--- config.mk ---
export PLATFORM = sky130hd
export DESIGN_NAME = stable_priority_queue
export DESIGN_NICKNAME = d
export VERILOG_FILES = /design/src/hw/rtl/spq_pkg.sv /design/src/hw/rtl/spq_cell.sv /design/src/hw/rtl/stable_priority_queue.sv
export SDC_FILE = /design/constraint.sdc
export NUM_CORES = 1
export LEC_CHECK = 0
export ABC_AREA = 1
export ABC_CLOCK_PERIOD_IN_PS = 9000
export BUFFER_PORTS_ARGS = -buffer_cell sky130_fd_sc_hd__buf_2
export CORE_MARGIN = 2
export CORE_UTILIZATION = 64
export CTS_BUF_LIST = sky130_fd_sc_hd__clkbuf_8
export DETAILED_ROUTE_END_ITERATION = 12
export GPL_ROUTABILITY_DRIVEN = 0
export HOLD_SLACK_MARGIN = 0.1
export PLACE_DENSITY_LB_ADDON = 0.1
export SETUP_SLACK_MARGIN = 0.4
export SLEW_MARGIN = 40
export SYNTH_ARGS = -nofsm -noshare
export SYNTH_HDL_FRONTEND = slang
export SYNTH_SLANG_ARGS = --single-unit
--- constraint.sdc ---
create_clock -name clk_i -period 9 [get_ports clk_i]
set_clock_uncertainty 0.2 [all_clocks]
set_input_delay 0.9 -clock clk_i [delete_from_list [all_inputs] [get_ports clk_i]]
set_output_delay 0.9 -clock clk_i [all_outputs]
set_load 0.1 [all_outputs]
--- src/hw/rtl/spq_pkg.sv ---
// shared types and constants for the stable priority queue
package spq_pkg;

  localparam int unsigned CAPACITY = 16;
  localparam int unsigned TAG_BITS = 16;
  localparam int unsigned PRIO_W   = 4;
  localparam int unsigned CNT_W    = $clog2(CAPACITY + 1);

  typedef enum logic [1:0] {
    ST_INSERTED = 2'd0,
    ST_REMOVED  = 2'd1,
    ST_EMPTY    = 2'd2,
    ST_FULL     = 2'd3
  } status_e;

  typedef struct packed {
    logic [PRIO_W-1:0]   prio;
    logic [TAG_BITS-1:0] tag;
  } entry_t;

  typedef struct packed {
    logic                req_type;
    logic [PRIO_W-1:0]   entry_priority;
    logic [TAG_BITS-1:0] entry_tag;
  } req_t;

  typedef struct packed {
    status_e             status;
    logic [PRIO_W-1:0]   removed_priority;
    logic [TAG_BITS-1:0] removed_tag;
    logic                head_valid;
    logic [PRIO_W-1:0]   head_priority;
    logic [TAG_BITS-1:0] head_tag;
    logic [CNT_W-1:0]    fill_count;
  } res_t;

  typedef struct packed {
    logic ins;
    logic rem;
  } ctrl_t;

endpackage

--- src/hw/rtl/spq_cell.sv ---
// one slot of the sorted chain: keeps, takes the new entry or shifts
module spq_cell (
  input  logic           clk_i,
  input  spq_pkg::ctrl_t ctrl_i,
  input  spq_pkg::entry_t new_i,
  input  logic           valid_i,
  input  logic           left_valid_i,
  input  spq_pkg::entry_t left_i,
  input  spq_pkg::entry_t right_i,
  output spq_pkg::entry_t entry_o,
  output spq_pkg::entry_t entry_next_o
);

  spq_pkg::entry_t entry_q, entry_d;

  always_comb begin
    entry_d = entry_q;
    if (ctrl_i.ins) begin
      if (!(valid_i && (entry_q.prio <= new_i.prio))) begin
        if (left_valid_i && (left_i.prio <= new_i.prio)) begin
          entry_d = new_i;
        end else begin
          entry_d = left_i;
        end
      end
    end else if (ctrl_i.rem) begin
      entry_d = right_i;
    end
  end

  always_ff @(posedge clk_i) begin
    entry_q <= entry_d;
  end

  assign entry_o      = entry_q;
  assign entry_next_o = entry_d;

endmodule

--- src/hw/rtl/stable_priority_queue.sv ---
// top level of the stable min-priority queue built as a chain of slot cells
//
// request channel: an item on req_i is taken at a rising edge with start high
// and busy low. busy is never raised, so one item can be taken every cycle.
// req_type 0 inserts entry_priority/entry_tag behind every held entry of
// lower or equal priority; req_type 1 removes the head entry.
// result channel: in the cycle after an item is taken, done_o is high for one
// cycle with res_o holding the status, the removed entry, the head entry and
// the fill count after that item. throughput 1 item/cycle, set by the row of
// slot cells, each of which decides whether to keep its entry, take the new
// entry or take a neighbor's entry.
// insert on a full queue is dropped with status full; remove on an empty
// queue reports status empty. both leave the contents unchanged.
// reset empties the queue (fill count zero) and clears done_o; slot
// contents are not cleared, only slots below the fill count are read.
// the receiver cannot stall: done_o marks each result for exactly one cycle.
module stable_priority_queue (
  input  logic          clk_i,
  input  logic          rst_ni,
  input  logic          start,
  output logic          busy,
  input  spq_pkg::req_t req_i,
  output logic          done_o,
  output spq_pkg::res_t res_o
);

  localparam int unsigned N = spq_pkg::CAPACITY;

  logic                       accept;
  logic [spq_pkg::CNT_W-1:0]  count_q, count_d;
  logic                       is_full, is_empty;
  spq_pkg::ctrl_t             ctrl;
  spq_pkg::entry_t            new_entry;
  spq_pkg::entry_t            cell_q [N];
  spq_pkg::entry_t            cell_d [N];
  logic [N-1:0]               occ;
  spq_pkg::res_t              res_q, res_d;
  logic                       done_q;

  assign busy     = 1'b0;
  assign accept   = start && !busy;
  assign is_full  = (count_q == spq_pkg::CNT_W'(N));
  assign is_empty = (count_q == '0);

  assign ctrl.ins  = accept && !req_i.req_type && !is_full;
  assign ctrl.rem  = accept && req_i.req_type && !is_empty;
  assign new_entry = '{prio: req_i.entry_priority, tag: req_i.entry_tag};

  always_comb begin
    count_d = count_q;
    if (ctrl.ins) begin
      count_d = count_q + spq_pkg::CNT_W'(1);
    end else if (ctrl.rem) begin
      count_d = count_q - spq_pkg::CNT_W'(1);
    end
  end

  for (genvar i = 0; i < N; i++) begin : g_cell
    spq_pkg::entry_t left, right;
    logic            left_valid;

    assign occ[i] = (spq_pkg::CNT_W'(i) < count_q);

    if (i == 0) begin : g_first
      assign left       = '{prio: '0, tag: '0};
      assign left_valid = 1'b1;
    end else begin : g_mid
      assign left       = cell_q[i-1];
      assign left_valid = occ[i-1];
    end

    if (i == N - 1) begin : g_last
      assign right = cell_q[i];
    end else begin : g_inner
      assign right = cell_q[i+1];
    end

    spq_cell u_cell (
      .clk_i        (clk_i),
      .ctrl_i       (ctrl),
      .new_i        (new_entry),
      .valid_i      (occ[i]),
      .left_valid_i (left_valid),
      .left_i       (left),
      .right_i      (right),
      .entry_o      (cell_q[i]),
      .entry_next_o (cell_d[i])
    );
  end

  always_comb begin
    res_d                  = '0;
    res_d.status           = spq_pkg::ST_INSERTED;
    if (req_i.req_type) begin
      if (is_empty) begin
        res_d.status = spq_pkg::ST_EMPTY;
      end else begin
        res_d.status           = spq_pkg::ST_REMOVED;
        res_d.removed_priority = cell_q[0].prio;
        res_d.removed_tag      = cell_q[0].tag;
      end
    end else if (is_full) begin
      res_d.status = spq_pkg::ST_FULL;
    end
    res_d.head_valid = (count_d != '0);
    if (res_d.head_valid) begin
      res_d.head_priority = cell_d[0].prio;
      res_d.head_tag      = cell_d[0].tag;
    end
    res_d.fill_count = count_d;
  end

  always_ff @(posedge clk_i or negedge rst_ni) begin
    if (!rst_ni) begin
      count_q <= '0;
      done_q  <= 1'b0;
    end else begin
      count_q <= count_d;
      done_q  <= accept;
    end
  end

  always_ff @(posedge clk_i) begin
    if (accept) begin
      res_q <= res_d;
    end
  end

  assign done_o = done_q;
  assign res_o  = res_q;

endmodule

==> flow_summary_export.csv <==
group,metric,value,unit
worst_hold_path,worst_hold_startpoint,"g_cell[15].u_cell.entry_o[9]",
clock_tree,clock_sinks,374,
timing,layout_setup_ws,4.77,ns
worst_setup_path,capture_instance_of_the_worst_register_to_register_path,"g_cell[5].u_cell.entry_o[1]",
pwr,p_clk_share,21.5,%
layout,finish.net_count,2641,
clock_tree,worst_setup_hold_path_clk_slew,0.07,ns
logic_synthesis,postSynthCellCount,2550,
worst_setup_path,r2r_setup_slack,4.88,ns
logic_synthesis,yosys.cell_types.count,33,
clock_tree,post_cts_resize_count,0,
worst_setup_path,timing.critical_path.arrival,4.51,ns
floorplan,die_x,183,um
clock_tree,cts_max_level,2,
pwr,internal_power,3.82,mW
route,drc,0,
worst_setup_path,crit_path_max_fanout,41,
logic_synthesis,mappedNetlistNets,2642,
logic_synthesis,synthMuxAreaShare,0,%
pwr,powerDensity,299,nW/um2
logic_synthesis,synth.ff_latch_count,374,
logic_synthesis,synth_largest_area_cell,"edfxtp_1",
timing,total_count_of_max_transition_violations_in_the_final_report,0,
floorplan,core_region,31600,um2
logic_synthesis,synthArstFlopShare,1.60,%
logic_synthesis,ys_top_cells_by_area,"edfxtp_1 (51%), nand2_1 (22%), o21ai_0 (6.6%)",
clock_tree,clock-root-buffer,"clkbuf_8",
pwr,swShare,42.4,%
pwr,p_leak,10.2,nW
logic_synthesis,synthFlopType,"edfxtp_1",
timing,setup_tns_final,0,ns
worst_setup_path,critical_path_class,"in2reg",
floorplan,initial_core_util,65.0,%
worst_hold_path,holdPathEnd,"g_cell[14].u_cell.entry_o[9]",
floorplan,die_area,33600,um2
clock_tree,clock_tree.buffer_depth,3,
route,dr_total_vias,17900,
logic_synthesis,yosysWarnings,0,
placed_design,place_worst_setup_slack,4.29,ns
grt,grt_pass1_wl,90800,um
floorplan,die_h,183,um
layout,antennaDiodeCount,0,
layout,drive_above_1_share,7.82,%
grt,grt_antenna_before_repair,0,
grt,gr-total-overflow,0,
route,drtAntennaViolNets,0,
logic_synthesis,post_synth_instance_area,20600,um2
clock_tree,cts_tree,"built",
floorplan,num_rows,65,
pwr,share_seq_of_total_power,40.7,%
timing,setup_viol_count_final,0,
logic_synthesis,post-synth-top-area-fraction,50.8,%
clock_tree,clk-insertion-delay-late,0.63,ns
logic_synthesis,syn-mean-instance-area,8.07,um2
grt,grt_start_max_net_pins,196,
logic_synthesis,synth-compound-area-share,9.80,%
timing,grt_setup_unrepaired,"no",
pwr,power.share.combinational,37.8,%
worst_hold_path,holdCritPathClass,"reg2reg",
grt,first_global_vias,17300,
timing,final.period_utilization,47.0,%
worst_hold_path,worst_hold_path_cell_count,2,
placed_design,placement.io_buffers,72,
flow_run,maxCapViolCount,0,
worst_setup_path,r2r_cells,8,
route,total_length_of_routed_wires,58100,um
logic_synthesis,synth-seq-area-share,53.5,%
timing,fmaxAchievable,237,MHz
layout,flow.area_growth_from_synthesis,7.94,%
route,drt-wirelength-per-cell,19.4,um
route,drt_pass1_iterations,6,
worst_setup_path,worstSetupStartpointType,"input port",
clock_tree,cts_buffers,61,
timing,worst_tran_pin_value,0.913,ns
logic_synthesis,synth_enable_flop_cells,348,
outcome,status,"finished clean",
clock_tree,postCtsSetupBuffers,0,
timing,worst_slew_margin_rel,39.1,%
worst_setup_path,critPathRequiredTime,9.28,ns
logic_synthesis,synth_simple_gate_area_share,26.3,%
floorplan,num_io_pins,74,
pwr,power.ir.vdd_worst,0.000235,V
logic_synthesis,yosys.area_share.adder,4.14,%
timing,timing_hold_violations_final,0,
route,first_iter_violations,2307,
timing,post-route-min-period,4.23,ns
worst_setup_path,regToRegStartpoint,"count_q[0]",
placed_design,detailed_place_hpwl,38100,um
route,via_per_inst,5.99,
pwr,switchingPower,2.82,mW
logic_synthesis,synth.most_common_cell,"nand2_1",
logic_synthesis,synth_top_family_by_area,"simple AND/OR/NAND/NOR gates",
logic_synthesis,synthXorXnorAreaFrac,0,%
grt,track_usage,34.7,%
logic_synthesis,synthTopCellsByCount,"nand2_1 (1196), edfxtp_1 (348), o21ai_0 (270)",
worst_setup_path,critPathCaptureType,"register",
-- cells in the final DEF, fill, tap and decap left out, types with 3 or more instances in the layout --
cell and count:
dfxtp_1 20, dfrtp_1 6, o21ai_0 257, nand3_1 84, nand4_1 4, o21ai_4 3
ha_1 68, edfxtp_1 348, clkbuf_8 66, nor2_1 106, clkinv_2 3, o22ai_1 20
a21oi_1 90, nand2_2 10, o21ai_1 11, inv_2 5, nand2_1 1187, inv_1 165
clkinv_1 15, buf_2 72, buf_4 25
-- metrics by stage --
stage                     utilization (%)  instances  hold WS (ns)  total power [mW]  area [um2]
after global placement               66.2       2885         0.314              5.10       20900
after detailed placement             66.4       2885         0.307              5.18       21000
after global routing                 70.2       2998         0.346              7.04       22200
after CTS                            70.1       2996         0.329              6.60       22200
after floorplan                         -       2550         0.294              4.55       20600
final                                70.2       2998         0.325              6.64       22200
-- worst max-delay path by stage --
stage	start	endpoint
floorplan	req_i[19]	g_cell[13].u_cell.entry_o[0]
global placement	start	g_cell[6].u_cell.entry_o[16]
detailed placement	req_i[17]	g_cell[14].u_cell.entry_o[0]
CTS	req_i[17]	g_cell[14].u_cell.entry_o[13]
global route	req_i[17]	g_cell[1].u_cell.entry_o[18]
finish	req_i[17]	g_cell[1].u_cell.entry_o[17]
-- power by group through the flow --
stage          logic, mW  clock network [mW]  registers (mW)
3_5_place_dp        2.45                   0            2.72
5_1_grt             2.80                1.50            2.73
3_3_place_gp        2.39                   0            2.72
2_1_floorplan       1.60                   0            2.95
6_report            2.51                1.43            2.70
4_1_cts             2.47                1.43            2.69
-- critical path, stage by stage --
cell and delay, ns:
buf_2 0.13, inv_1 0.50, buf_4 0.35, ha_1 0.28, inv_1 0.06, o21bai_1 0.06
nand2_1 0.06, nand2_1 0.04, nand2_1 0.05, buf_4 0.38, nand2_1 0.60, inv_1 0.72
nand2_1 0.15, a21oi_1 0.19
-- metal layers --
metal	part of all wire (%)	up-vias	routed length (um)	GRT usage, %
met1	39	8539	22600	46.4
met5	0	-	0	0
li1	-	8342	-	-
met3	9.6	171	5580	6.10
met4	3.6	0	2090	13.0
met2	48	894	27800	57.1
-- sequential cells by signal, indices dropped and copies added (netlist names) --
register,cells
g_cell.u_cell.entry_o,320
count_q,5
done_o,1
res_o,48
-- kinds of logic after synthesis --
group                    after synthesis
AND/OR/NAND/NOR                     1398
other                                  1
AO/OA/AOI/OAI                        393
buffers and inverters                316
flip-flops                           374
adder cells (fa/ha/maj)               68
-- area by class of cell --
class | count | area (um2)
sequential | 374 | 11000
fill | 2581 | 9430
inverter | 150 | 576
timing repair buffer | 102 | 611
tap | 402 | 503
multi-input combinational | 1860 | 8370
clock inverter | 44 | 235
clock buffer | 66 | 908
-- timing repair --
item	CTS	global route
hold buffers	1	0
endpoints found under the hold margin	6	0
endpoints found under the setup margin	0	0
Power figures use the tool's default switching activity.
